[src/rtl/espf_pkg.sv]
`timescale 1ns / 1ps

package espf_pkg;

    localparam int BLOCK_BYTES_DEF = 8;
    localparam int NUM_SA_DEF      = 16;

    localparam int BYTE_W    = 8;
    localparam int SPI_W     = 32;
    localparam int CTR_W     = 32;
    localparam int IV_W      = 64;
    localparam int SA_IDX_W  = 4;
    localparam int HDR_BYTES = 16;
    localparam int HDR_IDX_W = 4;
    localparam int HDR_W     = SPI_W + CTR_W + IV_W;
    // Wide enough for a header byte index and for a pad count below 32.
    localparam int CNT_W     = 5;

    typedef enum logic {
        OP_DATA = 1'b0,
        OP_LOAD = 1'b1
    } t_op;

    typedef enum logic [5:0] {
        S_IDLE = 6'b000001,
        S_HDR  = 6'b000010,
        S_DATA = 6'b000100,
        S_PAD  = 6'b001000,
        S_PLEN = 6'b010000,
        S_NXT  = 6'b100000
    } t_state;

    typedef struct packed {
        logic              first;
        logic              last;
        logic [BYTE_W-1:0] data;
        logic [SPI_W-1:0]  spi;
        logic [IV_W-1:0]   iv;
        logic [BYTE_W-1:0] pad;
        logic [BYTE_W-1:0] nproto;
    } t_item;

    typedef struct packed {
        logic idle;
        logic done;
    } t_emit_stat;

endpackage

[src/rtl/espf_in_if.sv]
`timescale 1ns / 1ps

interface espf_in_if;
    import espf_pkg::*;

    logic                valid;
    logic                ready;
    logic                op;
    logic [BYTE_W-1:0]   data_byte;
    logic                first;
    logic                last;
    logic [SPI_W-1:0]    spi;
    logic [IV_W-1:0]     init_vector;
    logic [BYTE_W-1:0]   next_proto;
    logic [SA_IDX_W-1:0] sa_index;
    logic [CTR_W-1:0]    counter_value;

    modport source (
        output valid, op, data_byte, first, last, spi, init_vector, next_proto,
               sa_index, counter_value,
        input  ready
    );

    modport sink (
        input  valid, op, data_byte, first, last, spi, init_vector, next_proto,
               sa_index, counter_value,
        output ready
    );
endinterface

[src/rtl/espf_out_if.sv]
`timescale 1ns / 1ps

interface espf_out_if;
    import espf_pkg::*;

    logic              valid;
    logic              ready;
    logic [BYTE_W-1:0] out_byte;
    logic              out_first;
    logic              out_last;

    modport source (
        output valid, out_byte, out_first, out_last,
        input  ready
    );

    modport sink (
        input  valid, out_byte, out_first, out_last,
        output ready
    );
endinterface

[src/rtl/espf_ram.sv]
`timescale 1ns / 1ps

module espf_ram #(
    parameter int WIDTH = 32,
    parameter int DEPTH = 16,
    parameter int AW    = (DEPTH > 1) ? $clog2(DEPTH) : 1
) (
    input  logic             i_clk,
    input  logic             i_we,
    input  logic [AW-1:0]    i_waddr,
    input  logic [WIDTH-1:0] i_wdata,
    input  logic             i_re,
    input  logic [AW-1:0]    i_raddr,
    output logic [WIDTH-1:0] o_rdata
);
    logic [WIDTH-1:0] r_mem [DEPTH];
    logic [WIDTH-1:0] r_rdata;

    always_ff @(posedge i_clk) begin
        if (i_we) begin
            r_mem[i_waddr] <= i_wdata;
        end
        if (i_re) begin
            r_rdata <= r_mem[i_raddr];
        end
    end

    assign o_rdata = r_rdata;
endmodule

[src/rtl/espf_emit.sv]
`timescale 1ns / 1ps

module espf_emit (
    input  logic                      i_clk,
    input  logic                      i_rst_n,
    input  logic                      i_load,
    input  espf_pkg::t_item           i_item,
    input  logic                      i_ctr_vld,
    input  logic [espf_pkg::CTR_W-1:0] i_ctr,
    output espf_pkg::t_emit_stat      o_stat,
    espf_out_if.source                o_out
);
    import espf_pkg::*;

    t_state             r_state, n_state;
    logic [CNT_W-1:0]   r_cnt, n_cnt;
    t_item              r_item;
    logic [CTR_W-1:0]   r_ctr;
    logic               r_ov;
    logic [BYTE_W-1:0]  r_obyte;
    logic               r_ofirst;
    logic               r_olast;

    logic [HDR_W-1:0]     hdr_vec;
    logic [HDR_IDX_W-1:0] hdr_sel;
    logic [BYTE_W-1:0]    byte_val;
    logic                 first_flag;
    logic                 last_flag;
    logic                 active;
    logic                 final_byte;
    logic                 emit;

    assign hdr_vec = {r_item.spi, r_ctr, r_item.iv};
    assign hdr_sel = HDR_IDX_W'(HDR_BYTES - 1) - r_cnt[HDR_IDX_W-1:0];

    always_comb begin
        n_state    = r_state;
        n_cnt      = r_cnt;
        byte_val   = '0;
        first_flag = 1'b0;
        last_flag  = 1'b0;
        active     = 1'b1;
        final_byte = 1'b0;
        case (r_state)
            S_IDLE: begin
                active = 1'b0;
            end
            S_HDR: begin
                byte_val   = hdr_vec[{hdr_sel, 3'b000} +: BYTE_W];
                first_flag = (r_cnt == '0);
                if (r_cnt == CNT_W'(HDR_BYTES - 1)) begin
                    n_state = S_DATA;
                    n_cnt   = '0;
                end else begin
                    n_cnt = r_cnt + 1'b1;
                end
            end
            S_DATA: begin
                byte_val = r_item.data;
                n_cnt    = '0;
                if (r_item.last) begin
                    n_state = (r_item.pad != '0) ? S_PAD : S_PLEN;
                end else begin
                    final_byte = 1'b1;
                    n_state    = S_IDLE;
                end
            end
            S_PAD: begin
                // Pad bytes count up from one.
                byte_val = BYTE_W'(r_cnt) + 1'b1;
                if (byte_val == r_item.pad) begin
                    n_state = S_PLEN;
                end else begin
                    n_cnt = r_cnt + 1'b1;
                end
            end
            S_PLEN: begin
                byte_val = r_item.pad;
                n_state  = S_NXT;
            end
            S_NXT: begin
                byte_val   = r_item.nproto;
                last_flag  = 1'b1;
                final_byte = 1'b1;
                n_state    = S_IDLE;
            end
            default: begin
                active  = 1'b0;
                n_state = S_IDLE;
            end
        endcase
    end

    assign emit        = active && (!r_ov || o_out.ready);
    assign o_stat.idle = (r_state == S_IDLE);
    assign o_stat.done = emit && final_byte;

    always_ff @(posedge i_clk) begin
        if (!i_rst_n) begin
            r_state <= S_IDLE;
            r_cnt   <= '0;
            r_ov    <= 1'b0;
        end else begin
            if (i_load) begin
                r_state <= i_item.first ? S_HDR : S_DATA;
                r_cnt   <= '0;
            end else if (emit) begin
                r_state <= n_state;
                r_cnt   <= n_cnt;
            end
            if (emit) begin
                r_ov <= 1'b1;
            end else if (o_out.ready) begin
                r_ov <= 1'b0;
            end
        end
    end

    always_ff @(posedge i_clk) begin
        if (i_load) begin
            r_item <= i_item;
        end
        if (i_ctr_vld) begin
            r_ctr <= i_ctr;
        end
        if (emit) begin
            r_obyte  <= byte_val;
            r_ofirst <= first_flag;
            r_olast  <= last_flag;
        end
    end

    assign o_out.valid     = r_ov;
    assign o_out.out_byte  = r_obyte;
    assign o_out.out_first = r_ofirst;
    assign o_out.out_last  = r_olast;
endmodule

[src/rtl/esp_encapsulation_framer.sv]
`timescale 1ns / 1ps

// ESP encapsulation framer. Each request on i_in carries one packet byte (op data) or a
// replay counter load for one security association (op load). A byte marked first is
// preceded on o_out by a 16-byte ESP header: the SPI and the SA's replay counter, both
// big-endian, then the eight IV bytes, most significant first. A byte marked last is
// followed by the trailer: pad bytes 1, 2, 3 and so on up to the pad count, then the pad
// length, then the next-header byte (flagged by out_last); the pad brings payload and
// trailer to a multiple of the cipher block size BLOCK_BYTES. Plain payload bytes pass
// through at one per cycle while o_out is not stalled; a request produces 1 to 16 + 1 +
// BLOCK_BYTES + 1 bytes through the single byte-wide output register. A load produces
// nothing. The replay counters live in a one-port-write RAM with registered read; after
// reset the block clears that RAM to zero and accepts no request until the pass is over
// (replay_start writes are taken). The SA index wraps modulo NUM_SA. Write replay_start
// only while the block is idle.
module esp_encapsulation_framer #(
    parameter int BLOCK_BYTES = espf_pkg::BLOCK_BYTES_DEF,
    parameter int NUM_SA      = espf_pkg::NUM_SA_DEF
) (
    input  logic                       i_clk,
    input  logic                       i_rst_n,
    input  logic                       i_cfg_we,
    input  logic [espf_pkg::CTR_W-1:0] i_cfg_wdata,
    espf_in_if.sink                    i_in,
    espf_out_if.source                 o_out
);
    import espf_pkg::*;

    localparam int SA_AW = (NUM_SA > 1) ? $clog2(NUM_SA) : 1;
    localparam int LEN_W = $clog2(BLOCK_BYTES);
    // Holds a length plus two, which can reach BLOCK_BYTES + 1.
    localparam int SUM_W = LEN_W + 2;

    // Configuration and framing state.
    logic [CTR_W-1:0]  r_start;
    logic [LEN_W-1:0]  r_len;
    logic [BYTE_W-1:0] r_held;

    // Clearing pass over the counter RAM after reset.
    logic              r_clr;
    logic [SA_AW-1:0]  r_clr_addr;

    // A header request has read its counter; the next cycle writes it back.
    logic              r_rd_pend;
    logic [SA_AW-1:0]  r_sa;

    logic              acc;
    logic              acc_pkt;
    logic [SA_AW-1:0]  sa_idx;
    logic [LEN_W-1:0]  len_base;
    logic [LEN_W-1:0]  len_next;
    logic [SUM_W-1:0]  len_sum;
    logic [SUM_W-1:0]  len_mod;
    logic [SUM_W-1:0]  pad_val;

    logic              ram_we;
    logic [SA_AW-1:0]  ram_waddr;
    logic [CTR_W-1:0]  ram_wdata;
    logic              ram_re;
    logic [CTR_W-1:0]  ram_rdata;
    logic [CTR_W-1:0]  ctr_next;

    t_item             item;
    t_emit_stat        emit_stat;

    // The request is taken, once the clearing pass is over, when the emitter is free or hands off its final byte.
    assign i_in.ready = !r_clr && (emit_stat.idle || emit_stat.done);
    assign acc        = i_in.valid && i_in.ready;
    assign acc_pkt    = acc && (i_in.op == OP_DATA);

    // SA index modulo NUM_SA, as a small constant table over the 4-bit field.
    always_comb begin
        sa_idx = '0;
        for (int k = 0; k < (1 << SA_IDX_W); k++) begin
            if (i_in.sa_index == SA_IDX_W'(k)) begin
                sa_idx = SA_AW'(k % NUM_SA);
            end
        end
    end

    // Payload length modulo the block size and the pad that, with the two trailer bytes, completes the block.
    always_comb begin
        len_base = i_in.first ? '0 : r_len;
        len_next = (len_base == LEN_W'(BLOCK_BYTES - 1)) ? '0 : len_base + 1'b1;
        len_sum  = SUM_W'(len_next) + SUM_W'(2);
        len_mod  = (len_sum >= SUM_W'(BLOCK_BYTES)) ? len_sum - SUM_W'(BLOCK_BYTES) : len_sum;
        pad_val  = (len_mod == '0) ? '0 : SUM_W'(BLOCK_BYTES) - len_mod;
    end

    always_comb begin
        item.first  = i_in.first;
        item.last   = i_in.last;
        item.data   = i_in.data_byte;
        item.spi    = i_in.spi;
        item.iv     = i_in.init_vector;
        item.pad    = BYTE_W'(pad_val);
        item.nproto = i_in.first ? i_in.next_proto : r_held;
    end

    // A counter of zero moves to replay_start; any other value counts up and wraps.
    assign ctr_next = (ram_rdata == '0) ? r_start : ram_rdata + 1'b1;

    // One write port: the clearing pass, a load request, or the header write-back. A
    // load can never meet a write-back, since the emitter is still busy with the header
    // when the write-back comes.
    always_comb begin
        ram_we    = 1'b0;
        ram_waddr = sa_idx;
        ram_wdata = i_in.counter_value;
        if (r_clr) begin
            ram_we    = 1'b1;
            ram_waddr = r_clr_addr;
            ram_wdata = '0;
        end else if (acc && (i_in.op == OP_LOAD)) begin
            ram_we = 1'b1;
        end else if (r_rd_pend) begin
            ram_we    = 1'b1;
            ram_waddr = r_sa;
            ram_wdata = ctr_next;
        end
    end

    assign ram_re = acc_pkt && i_in.first;

    always_ff @(posedge i_clk) begin
        if (!i_rst_n) begin
            r_start    <= CTR_W'(1);
            r_len      <= '0;
            r_held     <= '0;
            r_clr      <= 1'b1;
            r_clr_addr <= '0;
            r_rd_pend  <= 1'b0;
        end else begin
            if (i_cfg_we) begin
                r_start <= i_cfg_wdata;
            end
            if (r_clr) begin
                r_clr_addr <= r_clr_addr + 1'b1;
                if (r_clr_addr == SA_AW'(NUM_SA - 1)) begin
                    r_clr <= 1'b0;
                end
            end
            if (acc_pkt) begin
                r_len <= i_in.last ? '0 : len_next;
                if (i_in.first) begin
                    r_held <= i_in.next_proto;
                end
            end
            r_rd_pend <= ram_re;
        end
    end

    always_ff @(posedge i_clk) begin
        if (ram_re) begin
            r_sa <= sa_idx;
        end
    end

    espf_ram #(
        .WIDTH (CTR_W),
        .DEPTH (NUM_SA),
        .AW    (SA_AW)
    ) u_ctr_ram (
        .i_clk   (i_clk),
        .i_we    (ram_we),
        .i_waddr (ram_waddr),
        .i_wdata (ram_wdata),
        .i_re    (ram_re),
        .i_raddr (sa_idx),
        .o_rdata (ram_rdata)
    );

    espf_emit u_emit (
        .i_clk     (i_clk),
        .i_rst_n   (i_rst_n),
        .i_load    (acc_pkt),
        .i_item    (item),
        .i_ctr_vld (r_rd_pend),
        .i_ctr     (ram_rdata),
        .o_stat    (emit_stat),
        .o_out     (o_out)
    );
endmodule
[src/flat_wrapper.sv]
// flat-port wrapper written by rule: the top's interface ports become plain ports
module esp_encapsulation_framer_flat import espf_pkg::*;
#(
    parameter int BLOCK_BYTES = espf_pkg::BLOCK_BYTES_DEF,
    parameter int NUM_SA      = espf_pkg::NUM_SA_DEF
)
  (i_clk, i_rst_n, i_cfg_we, i_cfg_wdata, i_in_valid, i_in_op, i_in_data_byte, i_in_first, i_in_last, i_in_spi, i_in_init_vector, i_in_next_proto, i_in_sa_index, i_in_counter_value, i_in_ready, o_out_valid, o_out_out_byte, o_out_out_first, o_out_out_last, o_out_ready);
  espf_in_if i_in_i ();
  espf_out_if o_out_i ();
  input  logic i_clk;
  input  logic i_rst_n;
  input  logic i_cfg_we;
  input  logic [espf_pkg::CTR_W-1:0] i_cfg_wdata;
  input wire logic [$bits(i_in_i.valid)-1:0] i_in_valid;
  input wire logic [$bits(i_in_i.op)-1:0] i_in_op;
  input wire logic [$bits(i_in_i.data_byte)-1:0] i_in_data_byte;
  input wire logic [$bits(i_in_i.first)-1:0] i_in_first;
  input wire logic [$bits(i_in_i.last)-1:0] i_in_last;
  input wire logic [$bits(i_in_i.spi)-1:0] i_in_spi;
  input wire logic [$bits(i_in_i.init_vector)-1:0] i_in_init_vector;
  input wire logic [$bits(i_in_i.next_proto)-1:0] i_in_next_proto;
  input wire logic [$bits(i_in_i.sa_index)-1:0] i_in_sa_index;
  input wire logic [$bits(i_in_i.counter_value)-1:0] i_in_counter_value;
  output wire logic [$bits(i_in_i.ready)-1:0] i_in_ready;
  output wire logic [$bits(o_out_i.valid)-1:0] o_out_valid;
  output wire logic [$bits(o_out_i.out_byte)-1:0] o_out_out_byte;
  output wire logic [$bits(o_out_i.out_first)-1:0] o_out_out_first;
  output wire logic [$bits(o_out_i.out_last)-1:0] o_out_out_last;
  input wire logic [$bits(o_out_i.ready)-1:0] o_out_ready;
  assign i_in_i.valid = i_in_valid;
  assign i_in_i.op = i_in_op;
  assign i_in_i.data_byte = i_in_data_byte;
  assign i_in_i.first = i_in_first;
  assign i_in_i.last = i_in_last;
  assign i_in_i.spi = i_in_spi;
  assign i_in_i.init_vector = i_in_init_vector;
  assign i_in_i.next_proto = i_in_next_proto;
  assign i_in_i.sa_index = i_in_sa_index;
  assign i_in_i.counter_value = i_in_counter_value;
  assign i_in_ready = i_in_i.ready;
  assign o_out_valid = o_out_i.valid;
  assign o_out_out_byte = o_out_i.out_byte;
  assign o_out_out_first = o_out_i.out_first;
  assign o_out_out_last = o_out_i.out_last;
  assign o_out_i.ready = o_out_ready;
  esp_encapsulation_framer #(.BLOCK_BYTES(BLOCK_BYTES), .NUM_SA(NUM_SA)) u_core (.i_clk(i_clk), .i_rst_n(i_rst_n), .i_cfg_we(i_cfg_we), .i_cfg_wdata(i_cfg_wdata), .i_in(i_in_i), .o_out(o_out_i));
endmodule
[config.mk]
export PLATFORM = sky130hd
export DESIGN_NAME = esp_encapsulation_framer_flat
export DESIGN_NICKNAME = d
export VERILOG_FILES = /design/src/rtl/espf_pkg.sv /design/src/rtl/espf_in_if.sv /design/src/rtl/espf_out_if.sv /design/src/rtl/espf_ram.sv /design/src/rtl/espf_emit.sv /design/src/rtl/esp_encapsulation_framer.sv /design/src/flat_wrapper.sv
export SDC_FILE = /design/constraint.sdc
export NUM_CORES = 1
export LEC_CHECK = 0
export ABC_AREA = 1
export BUFFER_PORTS_ARGS = -buffer_cell sky130_fd_sc_hd__buf_2
export CORE_ASPECT_RATIO = 0.7
export CORE_UTILIZATION = 54
export CTS_BUF_LIST = sky130_fd_sc_hd__clkbuf_4 sky130_fd_sc_hd__clkbuf_8 sky130_fd_sc_hd__clkbuf_16
export CTS_CLUSTER_SIZE = 8
export DETAILED_ROUTE_END_ITERATION = 12
export PLACE_DENSITY_LB_ADDON = 0.25
export SLEW_MARGIN = 20
export SYNTH_ARGS = -nofsm -noshare
export SYNTH_HDL_FRONTEND = slang
export SYNTH_SLANG_ARGS = --single-unit
[constraint.sdc]
create_clock -name i_clk -period 3.7 [get_ports i_clk]
set_input_delay 0.555 -clock i_clk [delete_from_list [all_inputs] [get_ports i_clk]]
set_output_delay 0.555 -clock i_clk [all_outputs]
set_load 0.05 [all_outputs]
---- Word level (Yosys, flattened, before mapping) ----
Memory sizes are Yosys's and may differ from the RTL's. A register that Yosys moved wholly into a read port is not among the register bits.
Index checks and enable logic that the tools add are counted.
Widths: inputs -> output; s select.
word-level totals
  register bits after elaboration ......... 225
  bits in writable memories ............... 512
  input port bits ......................... 188
  output and inout port bits .............. 12
  logic and storage cells ................. 137
  memories kept ........................... 1
operators by class
  add/sub/neg operators ................... 9
  $lt $le $gt $ge ......................... 1
  equality and inequality tests ........... 29
  shifts and indexed selects .............. 1
  multiplexer cells ....................... 52
  bitwise logic cells ..................... 2
  reductions and logical operators ........ 22
memories
  name                    depth  width  read ports  clocked after memory_dff  write ports  RTL line        RTL
  u_core.u_ctr_ram.r_mem  16     32     1           1                         1            espf_ram.sv:16  logic [WIDTH-1:0] r_mem [DEPTH];
operator list
  operator               count
  $mux 32                4
  $shiftx 128x8->8       1
  $mux 4                 17
  $pmux 8 s5             1
  $eq 4x4->1 const B     9
  $add 32x1->32 const B  1
  $logic_not 32->1       1
  $pmux 6 s5             1
  $mux 5                 5
  $mux 6                 4
  $eq 4x3->1 const B     4
  $pmux 5 s3             1
  $mux 1                 13
  $mux 3                 4
  $logic_not 5->1        2
  $eq 4x2->1 const B     2
  $mux 8                 1
  $reduce_bool 8->1      1
  $logic_and 1x1->1      7
  $add 5x1->6 const B    1
  $eq 6x1->1 const B     1
  $eq 6x2->1 const B     1
  $eq 6x3->1 const B     1
  $eq 6x4->1 const B     1
  27 further kinds       32

---- Logic depth before layout (Yosys ltp) ----
  depth after elaboration ................. 19
  gate-level depth with buffers ........... 15

---- Modules after synthesis ----
A second synthesis with hierarchy kept.
second synthesis, totals
  cell total of the unflattened synthesis .. 3406
  area total of the unflattened synthesis .. 34384.2 um^2
modules (own cells, without submodules)
  module                    instances  cells an instance  area an instance (um^2)  seq. area each (um^2)
  espf_ram                  1          2120               23064.6                  16335.7
  espf_emit                 1          610                7285.7                   5134.9
  esp_encapsulation_framer  1          676                4033.9                   1101.1

---- Worst setup path after synthesis ----
No wires, ideal clock.
  kind .................................... register to register
  start ................................... register u_core.u_emit.r_state[2]
  end ..................................... register u_core.u_emit.r_item (netlist bit u_core.u_emit.hdr_vec[0]) (enable)
  arrival ................................. 4.155 ns
  required time ........................... 3.228 ns
  setup slack ............................. -0.926 ns
  stages on the path, launching flop included .. 8
  path buffers ............................ 0
  cell sequence ........................... dfxtp_1 -> nor2_1 -> nand4_2 -> nand3_2 -> nand3_2 -> a21oi_2 -> nand3_4 -> inv_1
between the ends
  longest elaborated chain between the ends .. 9
  elaborated cells between the ends (all ways) .. 15
  classes of those cells .................. eq/ne (6); mux (2); reduce/logical (7)
RTL lines
  what                                RTL line                        RTL
  start: declaration                  espf_emit.sv:15                 t_state r_state, n_state;
  start signal: assignment            espf_emit.sv:105                r_state <= i_item.first ? S_HDR : S_DATA;
  start signal: assignment            espf_emit.sv:108                r_state <= n_state;
  $eq 6x4->1 (tied with other cells)  espf_emit.sv:44                 case (r_state)
  $reduce_or 5->1 (no source line)    n/a
  $mux 1                              espf_emit.sv:44
  $logic_and 1x1->1                   espf_emit.sv:94                 assign emit = active && (!r_ov || o_out.ready);
  $logic_and 1x1->1                   espf_emit.sv:96                 assign o_stat.done = emit && final_byte;
  $logic_or 1x1->1 (*)                esp_encapsulation_framer.sv:67  assign i_in.ready = !r_clr && (emit_stat.idle || emit_stat.done);
  $logic_and 1x1->1 (*)               esp_encapsulation_framer.sv:67
  net i_in_ready                      flat_wrapper.sv:24              output wire logic [$bits(i_in_i.ready)-1:0] i_in_ready;
  $logic_and 1x1->1 (*)               esp_encapsulation_framer.sv:68  assign acc = i_in.valid && i_in.ready;
  $logic_and 1x1->1 (*)               esp_encapsulation_framer.sv:69  assign acc_pkt = acc && (i_in.op == OP_DATA);
  net u_core.acc_pkt                  esp_encapsulation_framer.sv:48  logic acc_pkt;
  end signal: assignment              espf_emit.sv:121                r_item <= i_item;
  end: declaration                    espf_emit.sv:17                 t_item r_item;
Mark *: on every way through the listed nets, which the timed path passes. The rest lies on a longest branch.
A chain may end at the register's enable or synchronous reset.

---- Worst setup path after layout ----
  start ................................... register u_core.u_emit.r_state[1]
  end ..................................... memory u_core.u_ctr_ram.r_mem[9][6], data pin
between the ends
  longest elaborated chain between the ends .. 11
  elaborated cells between the ends (all ways) .. 17
  classes of those cells .................. eq/ne (6); mux (4); reduce/logical (7)
RTL lines
  what                                RTL line                         RTL
  $eq 6x4->1 (tied with other cells)  espf_emit.sv:44
  $reduce_or 5->1 (no source line)    n/a
  $mux 1                              espf_emit.sv:44
  $logic_and 1x1->1                   espf_emit.sv:94
  $logic_and 1x1->1                   espf_emit.sv:96
  $logic_or 1x1->1 (*)                esp_encapsulation_framer.sv:67
  $logic_and 1x1->1 (*)               esp_encapsulation_framer.sv:67
  $logic_and 1x1->1 (*)               esp_encapsulation_framer.sv:68
  $logic_and 1x1->1 (*)               esp_encapsulation_framer.sv:114  end else if (acc && (i_in.op == OP_LOAD)) begin
  $mux 32 (*)                         esp_encapsulation_framer.sv:114
  $mux 32 (*)                         esp_encapsulation_framer.sv:110  if (r_clr) begin
  net u_core.ram_wdata[6]             esp_encapsulation_framer.sv:58   logic [CTR_W-1:0] ram_wdata;
  end: declaration                    espf_ram.sv:16
Marked as above.

==> out/summary.txt <==
Largest net degree at the start of global routing - 119
Tmin final - 3.05 ns
First-pass GRT wire length - 130000 um
DR iter-0 viols - 3240
CP Max Fanout - 28
Cts bufs inserted - 106
Total core area - 55500 um^2
Critical-path cell list - inv_1 -> nand2_2 -> nor2_1 -> o21ai_2 -> nand3_2 -> nand3_2 -> nand2_2 -> nand4_4 -> nand2_4 -> inv_2 -> buf_4 -> nor2_1 -> a211oi_1 -> buf_4
Vias per cell - 6.38
Synth cell types - 51
Via count - 21.4k
Std-Cell Rows - 72
DP Wirelength - 57700 um
Die height - 201 um
Critical Path End Type - flop
Htree depth - 3
Dpl ws - 0.549 ns
Hold_buf cts - 0
Max frequency - 328 MHz
Post-Syn Nets - 2480
Slowest stage delay, CP - 0.43 ns
Drt drc - 0
Routability cong. - 0.947
DR WL/cell - 26.7 um
Vias in the first global route - 20.4k
RSZ-0062 raised after global routing - no
Die Width - 286 um
Critical Path Source Type - flop
Status - complete, no violations
Share of layout cells above drive strength 1 - 0.203
Initial antenna violation count - 5
Clk root buf - clkbuf_16
Post-Route Skew - 0.0606 ns
Setup repair bufs after CTS - 0
Initial DRT Pass Iterations - 6
Data required time at the worst endpoint - 4.15 ns
Number of flops mapped to enable cells by yosys - 708
Period Utilization, post-route - 0.825
Number of setup violations in the final report - 0
Clock Path Buffers - 3
Max_cap viols - 0
Peak VDD IR - 0.546 mV
Slowest CP cell - a211oi_1
Clock sink total - 769
Die area - 57400 um^2
FFs w/ async S/R, synth - 0
Worst Slack Setup Final - 0.648 ns
P&R area growth vs syn - 18.6%
Number of top-level pins - 200
Static Leak - 13.2 nW
GRT Util Overall - 0.310
Post-Route WL - 89500 um
Fin. max-slew vios - 0
Power per Cell Area - 534 nW/um^2
Count of final hold-check violations - 0
Clock transition at the registers of the reported paths - 0.05 ns
Antenna Nets Post-Route - 0
Slew @ Worst Pin - 1.06 ns
Crit Path Category - reg -> reg
Worst hold slack - 0.0458 ns
GRT overflow - 0
Rel. slew slack - 0.296
Syn avg cell area - 13.4 um^2
PostCTS Resize Cnt - 0
Post-Syn Area - 30500 um^2
Primary FF master, synth - edfxtp_1
Syn. warnings - 0
Skew-Pair Late Insertion Delay - 0.68 ns
Core Util, Final - 0.651
Sequential-to-total area share from yosys stat - 0.738
Cells after Synth - 2280
Initial cell density of the core - 0.549
PortBufs - 199
Nets@finish - 2771
FF+latch count, synth - 769
Hold WC Path Type - in -> reg
CTS tree - done
Critical Path AT - 3.50 ns
Yosys cell counts (3+ instances only):
cell,count,share of area
a211oi_1,10,0.0025
a21oi_1,60,0.0099
a21oi_2,3,0.00086
a22oi_1,203,0.050
a31oi_1,43,0.0088
a32o_1,4,0.0013
buf_1,17,0.0021
buf_2,9,0.0015
clkbuf_1,100,0.012
clkinv_1,4,0.00049
dfxtp_1,61,0.040
edfxtp_1,708,0.70
ha_1,12,0.0049
inv_1,81,0.010
inv_2,4,0.00049
nand2_1,339,0.042
nand2_2,10,0.0021
nand2_4,3,0.0011
nand3_1,134,0.022
nand3_2,5,0.0016
nand4_1,42,0.0086
nor2_1,147,0.018
nor2_2,5,0.0010
nor3_1,16,0.0026
nor4_1,15,0.0031
o211ai_1,9,0.0022
o21ai_0,128,0.021
o21ai_1,4,0.00066
o21ai_2,7,0.0020
o221ai_1,34,0.0098
o22ai_1,4,0.00082
o311ai_0,4,0.0011
xnor2_1,9,0.0026
xor2_1,24,0.0069
routing by layer:
| metal | global-route usage | vias up | routed length, um |
|---|---|---|---|
| met1 | 0.489 | 10500 | 38000 |
| met2 | 0.431 | 1486 | 37900 |
| met5 | 0 | - | 0 |
| met4 | 0.0838 | 0 | 1960 |
| li1 | - | 9182 | - |
| met3 | 0.0711 | 149 | 11700 |
placed cells by master (no fill, tap or decap), types with 43 or more instances in the layout:
cell type	n
edfxtp_1	708
nand2_1	339
a22oi_1	203
buf_2	199
nand3_1	134
nor2_1	128
o21ai_0	128
clkbuf_16	106
buf_4	99
inv_1	79
dfxtp_1	61
a21oi_1	58
a31oi_1	43
area by class of cell:
type                    count  area (um^2)
well taps                 740          926
flip-flops and latches    769        22500
repair buffers            312         2020
diodes                      2         5.00
multi-input cells        1293         7300
inverters                  89          340
fillers                  4029        19400
clock buffers             135         2870
clock inverters             8          185
registers in the layout, summed over array words and instances, names as in the netlist:
signal and cells:
u_core.u_ctr_ram.o_rdata 32, u_core.u_emit.o_out.out_first 1, u_core.r_sa 4, u_core.u_emit.o_out.out_byte 8, u_core.u_emit.o_out.valid 1, u_core.u_emit.r_ctr 32, u_core.r_rd_pend 1, u_core.u_emit.hdr_vec 96
u_core.r_start 32, u_core.r_clr 1, u_core.u_emit.r_state 6, u_core.r_held 8, u_core.u_emit.o_out.out_last 1, u_core.r_clr_addr 4, u_core.u_ctr_ram.r_mem 512, u_core.r_len 3
u_core.u_emit.r_item 22, u_core.u_emit.r_cnt 5
final timing paths:
check,startpoint,endpoint,slack (ns),cells past startpoint
max reg2reg,u_core.u_emit.r_state[1],u_core.u_ctr_ram.r_mem[9][6],0.65,14
max,u_core.u_emit.r_state[1],u_core.u_ctr_ram.r_mem[9][6],0.65,14
min,i_in_init_vector[24],u_core.u_emit.hdr_vec[24],0.05,1
min reg2reg,u_core.r_held[7],u_core.r_held[7],0.45,2
worst max-delay path, delay by kind of cell, from the launching register on:
kind / cells / cell delay (ns)
AOI/OAI and AO/OA: 2 / 0.51
DFF: 1 / 0.39
and+or+nand+nor: 8 / 0.83
buffers and inverters: 4 / 1.11
power by group:
part           internal [W]  switching, W  leakage, nW
logic              0.000230      0.000521         4.30
registers           0.00957     0.0000480         7.41
clock network       0.00539       0.00353         1.52
through the flow:
| step | setup TNS, ns | std cells | instance area, um^2 | power, W |
|---|---|---|---|---|
| global route | 0 | 3348 | 36100 | 0.0197 |
| detailed placement | 0 | 3203 | 33100 | 0.0105 |
| global placement | 0 | 3203 | 33100 | 0.0105 |
| floorplan | -19.40 | 2280 | 30500 | 0.0101 |
| finish | 0 | 3348 | 36100 | 0.0193 |
| CTS | 0 | 3346 | 36100 | 0.0193 |
kinds of logic (layout without fill, tap and decap cells):
| family | after synthesis | after routing | share of synthesized area |
|---|---|---|---|
| other cells | 1 | 3 | 0.000123 |
| flops | 769 | 769 | 0.738 |
| compound gates | 518 | 518 | 0.113 |
| fa+ha+maj | 12 | 12 | 0.00493 |
| buf+inv | 218 | 544 | 0.0278 |
| simple gates | 729 | 729 | 0.107 |
| xor+xnor | 33 | 33 | 0.00948 |
No activity file was read; power rests on OpenSTA's default activity.
